## src/rtl/sts_pkg.sv

```systemverilog
// shared constants and types of the sorted table search block
package sts_pkg;

   localparam int TABLE_DEPTH = 1024;
   localparam int ADDR_W      = $clog2(TABLE_DEPTH);
   localparam int COUNT_W     = $clog2(TABLE_DEPTH + 1);
   localparam int IDX_W       = 10;
   localparam int CFG_W       = 11;
   localparam int DATA_W      = 32;

   localparam logic CMD_WRITE  = 1'b0;
   localparam logic CMD_SEARCH = 1'b1;

   typedef struct packed {
      logic                     wr_en;
      logic [ADDR_W-1:0]        wr_addr;
      logic signed [DATA_W-1:0] wr_data;
      logic                     rd_en;
      logic [ADDR_W-1:0]        rd_addr;
   } ram_req_type;

endpackage

```

## src/rtl/sts_channels.sv

```systemverilog
// channel interfaces for requests, responses and the entry count register
interface sts_req_if;
   logic                              valid;
   logic                              ready;
   logic                              command;
   logic [sts_pkg::IDX_W-1:0]         index;
   logic signed [sts_pkg::DATA_W-1:0] value;

   modport source (output valid, command, index, value, input ready);
   modport sink (input valid, command, index, value, output ready);
endinterface

interface sts_rsp_if;
   logic                       valid;
   logic                       ready;
   logic                       found;
   logic [sts_pkg::IDX_W-1:0]  position;

   modport source (output valid, found, position, input ready);
   modport sink (input valid, found, position, output ready);
endinterface


```

## src/rtl/sts_search_ctrl.sv

```systemverilog
// search sequencer: accepts transactions, probes the table, holds the response
module sts_search_ctrl (
   input  logic                               clock,
   input  logic                               reset,
   input  logic [sts_pkg::COUNT_W-1:0]        entry_count,
   sts_req_if.sink                            req_chan,
   sts_rsp_if.source                          rsp_chan,
   output sts_pkg::ram_req_type               ram_req,
   input  logic signed [sts_pkg::DATA_W-1:0]  rd_data
);

   localparam logic [1:0] ST_IDLE   = 2'd0;
   localparam logic [1:0] ST_PROBE  = 2'd1;
   localparam logic [1:0] ST_CMP    = 2'd2;
   localparam logic [1:0] ST_FINISH = 2'd3;

   logic [1:0]                        state_ff, state_in;
   logic [sts_pkg::COUNT_W-1:0]       lo_ff, lo_in;
   logic [sts_pkg::COUNT_W-1:0]       hix_ff, hix_in;
   logic [sts_pkg::ADDR_W-1:0]        mid_ff, mid_in;
   logic signed [sts_pkg::DATA_W-1:0] key_ff, key_in;
   logic                              res_found_ff, res_found_in;
   logic [sts_pkg::IDX_W-1:0]         res_pos_ff, res_pos_in;
   logic                              rsp_valid_ff, rsp_valid_in;
   logic                              rsp_found_ff, rsp_found_in;
   logic [sts_pkg::IDX_W-1:0]         rsp_pos_ff, rsp_pos_in;

   logic                              req_fire;
   logic                              rsp_load;
   logic [sts_pkg::COUNT_W:0]         mid_sum;
   logic [sts_pkg::ADDR_W-1:0]        mid_calc;
   logic                              range_open;

   assign req_chan.ready = (state_ff == ST_IDLE);
   assign req_fire       = req_chan.valid && req_chan.ready;
   assign rsp_load       = (state_ff == ST_FINISH) && (!rsp_valid_ff || rsp_chan.ready);

   // range is [lo, hix), middle rounded down
   assign mid_sum    = {1'b0, lo_ff} + {1'b0, hix_ff} - {{sts_pkg::COUNT_W{1'b0}}, 1'b1};
   assign mid_calc   = mid_sum[sts_pkg::ADDR_W:1];
   assign range_open = (lo_ff < hix_ff);

   always_comb begin
      ram_req.wr_en   = req_fire && (req_chan.command == sts_pkg::CMD_WRITE);
      ram_req.wr_addr = req_chan.index[sts_pkg::ADDR_W-1:0];
      ram_req.wr_data = req_chan.value;
      ram_req.rd_en   = (state_ff == ST_PROBE) && range_open;
      ram_req.rd_addr = mid_calc;
   end

   always_comb begin
      state_in     = state_ff;
      lo_in        = lo_ff;
      hix_in       = hix_ff;
      mid_in       = mid_ff;
      key_in       = key_ff;
      res_found_in = res_found_ff;
      res_pos_in   = res_pos_ff;
      case (state_ff)
         ST_IDLE: begin
            if (req_fire && (req_chan.command == sts_pkg::CMD_SEARCH)) begin
               key_in   = req_chan.value;
               lo_in    = '0;
               hix_in   = entry_count;
               state_in = ST_PROBE;
            end
         end
         ST_PROBE: begin
            if (range_open) begin
               mid_in   = mid_calc;
               state_in = ST_CMP;
            end else begin
               res_found_in = 1'b0;
               res_pos_in   = '0;
               state_in     = ST_FINISH;
            end
         end
         ST_CMP: begin
            if (rd_data == key_ff) begin
               res_found_in = 1'b1;
               res_pos_in   = sts_pkg::IDX_W'(mid_ff);
               state_in     = ST_FINISH;
            end else begin
               if (rd_data > key_ff) begin
                  hix_in = sts_pkg::COUNT_W'(mid_ff);
               end else begin
                  lo_in = sts_pkg::COUNT_W'(mid_ff) + sts_pkg::COUNT_W'(1);
               end
               state_in = ST_PROBE;
            end
         end
         ST_FINISH: begin
            if (rsp_load) begin
               state_in = ST_IDLE;
            end
         end
         default: begin
            state_in = ST_IDLE;
         end
      endcase
   end

   // response register lets the next transaction in while this one waits
   always_comb begin
      rsp_valid_in = rsp_valid_ff;
      rsp_found_in = rsp_found_ff;
      rsp_pos_in   = rsp_pos_ff;
      if (rsp_load) begin
         rsp_valid_in = 1'b1;
         rsp_found_in = res_found_ff;
         rsp_pos_in   = res_pos_ff;
      end else if (rsp_chan.ready) begin
         rsp_valid_in = 1'b0;
      end
   end

   always_ff @(posedge clock) begin
      if (reset) begin
         state_ff     <= ST_IDLE;
         rsp_valid_ff <= 1'b0;
      end else begin
         state_ff     <= state_in;
         rsp_valid_ff <= rsp_valid_in;
      end
   end

   always_ff @(posedge clock) begin
      lo_ff        <= lo_in;
      hix_ff       <= hix_in;
      mid_ff       <= mid_in;
      key_ff       <= key_in;
      res_found_ff <= res_found_in;
      res_pos_ff   <= res_pos_in;
      rsp_found_ff <= rsp_found_in;
      rsp_pos_ff   <= rsp_pos_in;
   end

   assign rsp_chan.valid    = rsp_valid_ff;
   assign rsp_chan.found    = rsp_found_ff;
   assign rsp_chan.position = rsp_pos_ff;

endmodule

```

## src/flat_wrapper.sv

```systemverilog
// flat-port wrapper written by rule: the top's interface ports become plain ports
module sts_search_ctrl_flat 
  (clock, reset, entry_count, ram_req, rd_data, req_chan_valid, req_chan_command, req_chan_index, req_chan_value, req_chan_ready, rsp_chan_valid, rsp_chan_found, rsp_chan_position, rsp_chan_ready);
  sts_req_if req_chan_i ();
  sts_rsp_if rsp_chan_i ();
  input  logic clock;
  input  logic reset;
  input  logic [sts_pkg::COUNT_W-1:0] entry_count;
  output sts_pkg::ram_req_type ram_req;
  input  logic signed [sts_pkg::DATA_W-1:0] rd_data;
  input wire logic [$bits(req_chan_i.valid)-1:0] req_chan_valid;
  input wire logic [$bits(req_chan_i.command)-1:0] req_chan_command;
  input wire logic [$bits(req_chan_i.index)-1:0] req_chan_index;
  input wire logic [$bits(req_chan_i.value)-1:0] req_chan_value;
  output wire logic [$bits(req_chan_i.ready)-1:0] req_chan_ready;
  output wire logic [$bits(rsp_chan_i.valid)-1:0] rsp_chan_valid;
  output wire logic [$bits(rsp_chan_i.found)-1:0] rsp_chan_found;
  output wire logic [$bits(rsp_chan_i.position)-1:0] rsp_chan_position;
  input wire logic [$bits(rsp_chan_i.ready)-1:0] rsp_chan_ready;
  assign req_chan_i.valid = req_chan_valid;
  assign req_chan_i.command = req_chan_command;
  assign req_chan_i.index = req_chan_index;
  assign req_chan_i.value = req_chan_value;
  assign req_chan_ready = req_chan_i.ready;
  assign rsp_chan_valid = rsp_chan_i.valid;
  assign rsp_chan_found = rsp_chan_i.found;
  assign rsp_chan_position = rsp_chan_i.position;
  assign rsp_chan_i.ready = rsp_chan_ready;
  sts_search_ctrl u_core (.clock(clock), .reset(reset), .entry_count(entry_count), .req_chan(req_chan_i), .rsp_chan(rsp_chan_i), .ram_req(ram_req), .rd_data(rd_data));
endmodule
```

## config.mk

```make
export PLATFORM = sky130hd
export DESIGN_NAME = sts_search_ctrl_flat
export DESIGN_NICKNAME = d
export VERILOG_FILES = /design/src/rtl/sts_pkg.sv /design/src/rtl/sts_channels.sv /design/src/rtl/sts_search_ctrl.sv /design/src/flat_wrapper.sv
export SDC_FILE = /design/constraint.sdc
export NUM_CORES = 1
export LEC_CHECK = 0
export BUFFER_PORTS_ARGS = -buffer_cell sky130_fd_sc_hd__clkbuf_2
export CELL_PAD_IN_SITES_DETAIL_PLACEMENT = 1
export CELL_PAD_IN_SITES_GLOBAL_PLACEMENT = 2
export CORE_MARGIN = 3
export CORE_UTILIZATION = 33
export DETAILED_ROUTE_END_ITERATION = 8
export PLACE_DENSITY_LB_ADDON = 0.1
export SLEW_MARGIN = 20
export SYNTH_ARGS = -nofsm -noshare
export SYNTH_HDL_FRONTEND = slang
export SYNTH_SLANG_ARGS = --single-unit
```

## constraint.sdc

```tcl
create_clock -name clock -period 4 [get_ports clock]
set_input_delay 0.8 -clock clock [delete_from_list [all_inputs] [get_ports clock]]
set_output_delay 0.8 -clock clock [all_outputs]
set_load 0.03 [all_outputs]
```

# After elaboration in Yosys (flattened, before gate mapping)
# Index checks and enable logic that the tools add are counted.
# classes
addsub	3
n_mul	0
div_mod_pow	0
order_cmp	2
n_eq_ne	11
shifts	0
n_mux	21
bitwise	1
reduce_logical	17
# op_table
operator	n
2-to-1 mux 11 bit	6
case mux 11 bit (2 select lines)	2
== test 32 bit	1
> comparator 32 bit	1
2-to-1 mux 10 bit	2
case mux 10 bit (2 select lines)	1
adder 10 x 1 -> 11 bit (second input constant)	1
adder 11 bit	1
less-than comparator 11 bit	1
subtractor 11 x 1 -> 11 bit (second input constant)	1
!= test 2 bit (second input constant)	4
case mux 2 bit (4 select lines)	1
AND reduction 4 bit	2
2-to-1 mux 2 bit	3
!= test 2 x 1 -> 1 bit (second input constant)	3
AND reduction 2 bit	3
nonzero test 2 bit	3
logical AND 1 bit	5
2-to-1 mux 1 bit	5
== test 2 bit (second input constant)	2
AND reduction 3 bit	1
== test 2 x 1 -> 1 bit (second input constant)	1
logical NOT 2 bit	1
case mux 1 bit (2 select lines)	1
3 further kinds	3
# totals
register_bits	89
latch_bits	0
ram_bits	0
romBits	0
input_bits	90
out_inout_bits	67
wordCells	65
memories	0

# Longest topological paths before layout
# Gate-level depths: netlist of the first run.
# logic_depth
word_depth	5
depth_mapped	11
depth_no_buf	11

# Worst setup path before layout of the first run
# OpenSTA, ideal clock, no wires.
# synth_timing
kind	reg2out
from	register u_core.lo_ff[1] in the netlist's numbering
to	output ram_req[8] in the netlist's numbering
t_arrival_ns	2.605
t_required_ns	3.200
setup_slack_ns	0.595
path_stages_with_launch	12
path_buffers	0
cell_sequence	edfxtp_1 inv_1 ha_1 inv_1 ha_1 fa_1 a21o_1 a21oi_1 nor2b_1 o21a_1 o211a_1 xor2_1
# synth_lines
item	line_no	rtl
start: declaration	sts_search_ctrl.sv:18	logic [sts_pkg::COUNT_W-1:0] lo_ff, lo_in;
start signal: assignment	sts_search_ctrl.sv:128	lo_ff <= lo_in;
end: declaration	flat_wrapper.sv:9	output sts_pkg::ram_req_type ram_req;

==> flow_metrics.tcl, run 1 <==
set metrics [dict create \
    path_max_fanout 2 \
    cp-endpoint "ram_req[9]" \
    grt_usage_pct 14.2 \
    crit_chain "inv_1 -> ha_1 -> inv_1 -> ha_1 -> a21o_1 -> a21oi_4 -> o21ai_1 -> or4_1 -> a2111o_1 -> o211ai_1 -> buf_4" \
    core_area_um2 15300 \
    hold_viol 0 \
    clockBufferDepth 2 \
    r2r_start "u_core.state_ff[0]$_SDFFE_PP0P_" \
    cts_resized 0 \
    final-max-slew-violation-count 0 \
    r2r_slack_ns 1.18 \
    yosysWarningCount 0 \
    syn_avg_cell_area_um2 11.3 \
    drt-total-wl_um 12000 \
    cts_buffers 9 \
    worst_path_max_delay_cell "or4_1" \
    crit_family "compound AO/OA/AOI/OAI gates" \
    synth-edff-count 86 \
    r2r-end "u_core.lo_ff[7]$_SDFFCE_PN0P_" \
    min_from "u_core.res_pos_ff[8]$_SDFFCE_PN0P_" \
    wl_per_cell_um 15.3 \
    fp.dieH_um 132 \
    min_period_over_period_pct 95.6 \
    postRouteAntennaNets 0 \
    num_vias 3553 \
    n_antenna_cell 0 \
    max_freq_ghz 0.262 \
    grt_pass1_vias 3741 \
    cp.depth 11 \
    tightestPinTransition_ns 0.878 \
    cts_tree "done" \
    setup_violations 0 \
    grt_pass1_wl_um 19200 \
    setup_ws_ns 0.177 \
    post_cts_buffers 0 \
    p_leak_uw 0.00291 \
    area_delta_synth_final_pct 17.9 \
    critical_path_class "reg2out" \
    maxSlewHeadroom_pct 41.3 \
    arrival_ns 3.02 \
    drive_gt1_share_pct 28.2 \
    end_kind "output pin" \
    rows 45 \
    crit_path_start_kind "flip-flop" \
    clock-sinks 89 \
    dp_hpwl_um 9710 \
    period_minus_slack_ns 3.82 \
    die-area_um2 17300 \
    ir_worst_vdd_mv 0.251 \
    initial_core_util_pct 34.0 \
    critical-path-max-stage-delay_ns 0.43 \
    rsz0062_at_grt "false" \
    ys_types 44 \
    seq_area_frac_synth_pct 50.8 \
    pin_count 157 \
    worstSetupStartpoint "u_core.lo_ff[2]$_SDFFCE_PN0P_" \
    fin_nets 721 \
    cts_hold_buffers 0 \
    die_w_um 132 \
    place_congestion 0.750 \
    htreeDepth 3 \
    hold_path_class "reg2reg" \
    post-place-ws_ns 0.470 \
    clkLatencyLatePin_ns 0.35 \
    powerDensity_nw_per_um2 458 \
    synth_nets 615 \
    synthCells 459 \
    grt_max_degree 34 \
    vias_per_cell 4.55 \
    drc_errors 0 \
    drv_cap 0 \
    rr_worst_depth 6 \
    synth.ff_latch_count 89 \
    skew_ns 0.00712 \
    critPathRequiredTime_ns 3.20 \
    portBuffers 136 \
    grt_overflow 0 \
    cts_root_buffer "clkbuf_16" \
    status "completed" \
    synth-main-ff-cell "edfxtp_1" \
    dr.pass1.iters 4 \
    clk_pin_slew_ns 0.06 \
    drt_iter0_markers 105 \
    worst-path-buf-inv 3 \
    async_flop_share_pct 0 \
    grt_antenna_before_repair 0 \
    synth_area_um2 5200 \
    tns_ns 0 \
]
-- cells in the mapped netlist (3+ instances only) --
cell type,instances,area (um^2)
and2_1,11,68.8
a211o_1,3,26.3
clkbuf_1,3,11.3
buf_4,42,315
edfxtp_1,86,2580
nand2_1,14,52.6
nor2b_1,6,37.5
dfxtp_1,3,60.1
xnor2_1,7,61.3
nand3_1,13,65.1
o21ai_0,9,45.0
nand4_1,8,50.1
and3_1,4,25.0
nor2_1,26,97.6
ha_1,65,813
inv_1,75,282
a211oi_1,4,30.0
a21oi_1,21,105
a21o_1,15,113
nor3_1,6,30.0
xor2_1,9,78.8
-- cells by family (layout without fill, tap and decap cells) --
logic type / count (synthesis) / after routing / share of synthesized area [%]
XOR/XNOR: 16 / 16 / 2.70
adder cells (fa/ha/maj): 66 / 66 / 16.0
AND/OR/NAND/NOR: 101 / 101 / 10.2
buffers and inverters: 120 / 231 / 11.7
flip-flops: 89 / 89 / 50.8
AO/OA/AOI/OAI: 67 / 67 / 8.61
-- report_power, final --
part / internal (uW) / switching (uW) / leakage [uW]
registers: 1140 / 41.4 / 0.000832
logic: 293 / 543 / 0.00194
clock network: 423 / 360 / 0.000137
-- sequential cells by signal, summed over array words and instances (netlist names) --
signal                    flops
u_core.key_ff                32
u_core.hix_ff                11
u_core.res_found_ff           1
u_core.res_pos_ff            10
u_core.state_ff               2
u_core.mid_ff                10
u_core.rsp_chan.found         1
u_core.rsp_chan.position     10
u_core.lo_ff                 11
u_core.rsp_chan.valid         1
-- stage by stage --
stage                     area (um^2)  util, %  std cells  hold slack, ns  power, uW
after global routing             6130     40.0        781           0.429       2970
after floorplan                  5200        -        459           0.400       1810
after global placement           5850     38.2        765           0.409       2030
final                            6130     40.0        781           0.427       2800
after CTS                        6120     40.0        781           0.427       2840
after detailed placement         5850     38.2        765           0.412       2050
-- area by class of cell --
type                    instances  area [um^2]
fillers                      1730         9190
inverters                      75          282
repair buffers                140          713
flip-flops and latches         89         2640
multi-input cells             250         1960
clock inverters                 6         41.3
clock buffers                  10          229
well taps                     211          264
-- placed cells by master (no fill, tap or decap), drive strengths merged, types with 2 or more instances in the layout --
master | Yosys | layout
a21o | 15 | 15
a211oi | 4 | 4
clkbuf | 3 | 145
or2 | 2 | 2
and2 | 11 | 11
o21ai | 10 | 10
a211o | 3 | 3
nor3b | 2 | 2
ha | 65 | 65
nand3 | 13 | 13
clkinv | 0 | 4
buf | 42 | 5
nor3 | 6 | 6
nor2 | 26 | 26
a21oi | 22 | 22
or3 | 2 | 2
inv | 75 | 77
nor2b | 6 | 6
nand4 | 8 | 8
and3 | 4 | 4
dfxtp | 3 | 3
or4 | 2 | 2
nand2 | 14 | 14
nand2b | 2 | 2
o211a | 2 | 2
o211ai | 2 | 2
xor2 | 9 | 9
o21bai | 2 | 2
xnor2 | 7 | 7
edfxtp | 86 | 86
-- worst min-delay path by stage --
stage / to / slack, ns / cells after the start
finish: u_core.rsp_chan.position[8]$_DFFE_PP_ / 0.43 / 0
global route: u_core.rsp_chan.position[1]$_DFFE_PP_ / 0.43 / 0
CTS: u_core.rsp_chan.position[3]$_DFFE_PP_ / 0.43 / 0
detailed placement: u_core.rsp_chan.position[3]$_DFFE_PP_ / 0.41 / 0
global placement: u_core.rsp_chan.position[8]$_DFFE_PP_ / 0.41 / 0
floorplan: u_core.rsp_chan.found$_DFFE_PP_ / 0.40 / 0
-- layer usage --
layer / up-vias / global-route usage [%] / wire [um]
met3: 15 / 2.95 / 558
met4: 0 / 4.90 / 176
met2: 86 / 22.6 / 5480
met1: 1679 / 19.1 / 5740
met5: - / 0 / 0
li1: 1773 / - / -
Power figures use the tool's default switching activity.
==> inputs of run 2 (changes only) <==
--- a/config.mk
+++ b/config.mk
@@ -11,7 +11,7 @@
 export CORE_MARGIN = 3
 export CORE_UTILIZATION = 33
 export DETAILED_ROUTE_END_ITERATION = 8
-export PLACE_DENSITY_LB_ADDON = 0.1
+export PLACE_DENSITY = 0.78
 export SLEW_MARGIN = 20
 export SYNTH_ARGS = -nofsm -noshare
 export SYNTH_HDL_FRONTEND = slang
==> constraint.sdc (replaced) <==
create_clock -name clock -period 3.9 [get_ports clock]
set_input_delay 0.78 -clock clock [delete_from_list [all_inputs] [get_ports clock]]
set_output_delay 0.78 -clock clock [all_outputs]
set_load 0.03 [all_outputs]
==> flow_metrics.tcl, run 2 (synthesis gave the netlist of run 1 again) <==
set metrics [dict create \
    cts_buffers 9 \
    clock_power_share_pct 27.1 \
    crit_family "compound AO/OA/AOI/OAI gates" \
    power_switching_share_pct 33.6 \
    cts_tree "done" \
    crit_chain "inv_2 -> ha_4 -> inv_1 -> ha_1 -> a21o_1 -> a21oi_2 -> o21ai_2 -> or4_4 -> a2111o_1 -> o211ai_1 -> buf_4" \
    clk_pin_slew_ns 0.06 \
    vias_per_cell 4.56 \
    cts_root_buffer "clkbuf_16" \
    die-area_um2 17300 \
    grt_antenna_before_repair 0 \
    cts_hold_buffers 0 \
    tns_ns 0 \
    final-max-slew-violation-count 0 \
    dp.cells 764 \
    r2r_slack_ns 1.13 \
    n_antenna_cell 0 \
    hold_path_class "reg2reg" \
    grt_pass1_wl_um 20200 \
    hold_end "u_core.rsp_chan.position[0]$_DFFE_PP_" \
    clkLatencyLatePin_ns 0.35 \
    grt_usage_pct 14.6 \
    pin_count 157 \
    worst-path-buf-inv 3 \
    critical-path-max-stage-delay_ns 0.42 \
    period_minus_slack_ns 3.77 \
    die_w_um 132 \
    drv_cap 0 \
    layout_common_cells "clkbuf_2, edfxtp_1, inv_1" \
    postRouteAntennaNets 0 \
    stdcell_count 782 \
    drt-total-wl_um 12400 \
    portBuffers 136 \
    hold_slack_ns 0.422 \
    p_int_uw 1920 \
    dp_hpwl_um 10000 \
    place_area_um2 5840 \
    largest_reg_flops 32 \
    drc_errors 0 \
    htreeDepth 3 \
    p_leak_uw 0.00291 \
    maxSlewHeadroom_pct 42.0 \
    largestRegisters "u_core.key_ff x32, u_core.hix_ff x11, u_core.lo_ff x11" \
    arrival_ns 2.99 \
    tightestPinTransition_ns 0.868 \
    setup_violations 0 \
    max_freq_ghz 0.265 \
    worst_path_max_delay_cell "or4_4" \
    clockBufferDepth 2 \
    grt_pass1_vias 3940 \
    r2r_start "u_core.key_ff[17]$_DFFE_PP_" \
    drive_gt1_share_pct 29.4 \
    end_kind "output pin" \
    grt_overflow 0 \
    powerDensity_nw_per_um2 469 \
    grt_max_degree 34 \
    critical_path_class "reg2out" \
    rr_worst_depth 8 \
    num_vias 3563 \
    min_period_over_period_pct 96.8 \
    hold_viol 0 \
    largest-register "u_core.key_ff" \
    p_seq_share_pct 42.3 \
    dr.pass1.iters 4 \
    layout_commonest_cell "clkbuf_2" \
    critPathRequiredTime_ns 3.12 \
    initial_core_util_pct 34.0 \
    comb_power_share_pct 30.6 \
    fin_nets 722 \
    fp.dieH_um 132 \
    status "completed" \
    skew_ns 0.0107 \
    wl_per_cell_um 15.9 \
    switching_power_uw 970 \
    area_delta_synth_final_pct 18.4 \
    place_congestion 0.762 \
    rows 45 \
    clock-sinks 89 \
    final_area_um2 6160 \
    crit_path_start_kind "flip-flop" \
    drt_iter0_markers 126 \
    worstSetupStartpoint "u_core.lo_ff[2]$_SDFFCE_PN0P_" \
    ir_worst_vdd_mv 0.313 \
    core_area_um2 15300 \
    whs_path_depth 0 \
    path_max_fanout 2 \
    r2r-end "u_core.hix_ff[10]$_SDFFCE_PP0P_" \
    min_from "u_core.res_pos_ff[0]$_SDFFCE_PN0P_" \
]
[run 2: changes by cell type in the layout (fill, tap and decap cells not counted), moves of 2 or more]
cell and change:
inv_2 +2, buf_4 +2, inv_6 -2, a21oi_2 +2, inv_1 -2
[run 2: area by class of cell]
type,count,area (um^2)
Fill cell,1759,9160
Sequential cell,89,2640
Multi-Input combinational cell,250,1980
Timing Repair Buffer,141,723
Inverter,75,282
Tap cell,211,264
Clock buffer,10,229
Clock inverter,6,35.0
[run 2: worst max path at each step]
stage            endpoint  slack [ns]  cells after the start
2_1_floorplan  ram_req[8]        0.51                     11
3_3_place_gp   ram_req[9]        0.49                     11
3_5_place_dp   ram_req[9]        0.42                     11
4_1_cts        ram_req[9]        0.02                     11
5_1_grt        ram_req[9]       -0.05                     11
6_report       ram_req[9]        0.13                     11
[run 2: power groups by stage]
| stage | clock network [uW] | registers [uW] | logic (uW) |
|---|---|---|---|
| after CTS | 813 | 1220 | 861 |
| after detailed placement | 0 | 1240 | 853 |
| after global routing | 854 | 1230 | 983 |
| final | 783 | 1220 | 884 |
| after global placement | 0 | 1230 | 837 |
| after floorplan | 0 | 1220 | 631 |
[run 2: metal layers]
metal | global-route usage (%) | share of wire, % | vias to the layer above
met2 | 24.7 | 50 | 77
li1 | - | - | 1769
met5 | 0 | 0 | -
met4 | 4.78 | 0.72 | 0
met1 | 18.7 | 46 | 1710
met3 | 3.02 | 3.8 | 7
[run 2: through the flow]
stage / setup WS [ns] / util, % / total power [uW]
after floorplan: 0.515 / - / 1850
after global placement: 0.492 / 38.1 / 2070
after detailed placement: 0.419 / 38.1 / 2090
after CTS: 0.0154 / 39.9 / 2890
after global routing: -0.0483 / 40.2 / 3060
final: 0.126 / 40.2 / 2890
[run 2: timing repair]
item | in CTS | in global routing
setup endpoints to repair | 0 | 3
setup buffers | 0 | 2
hold endpoints to repair | 0 | 0
resized for setup | 0 | 13
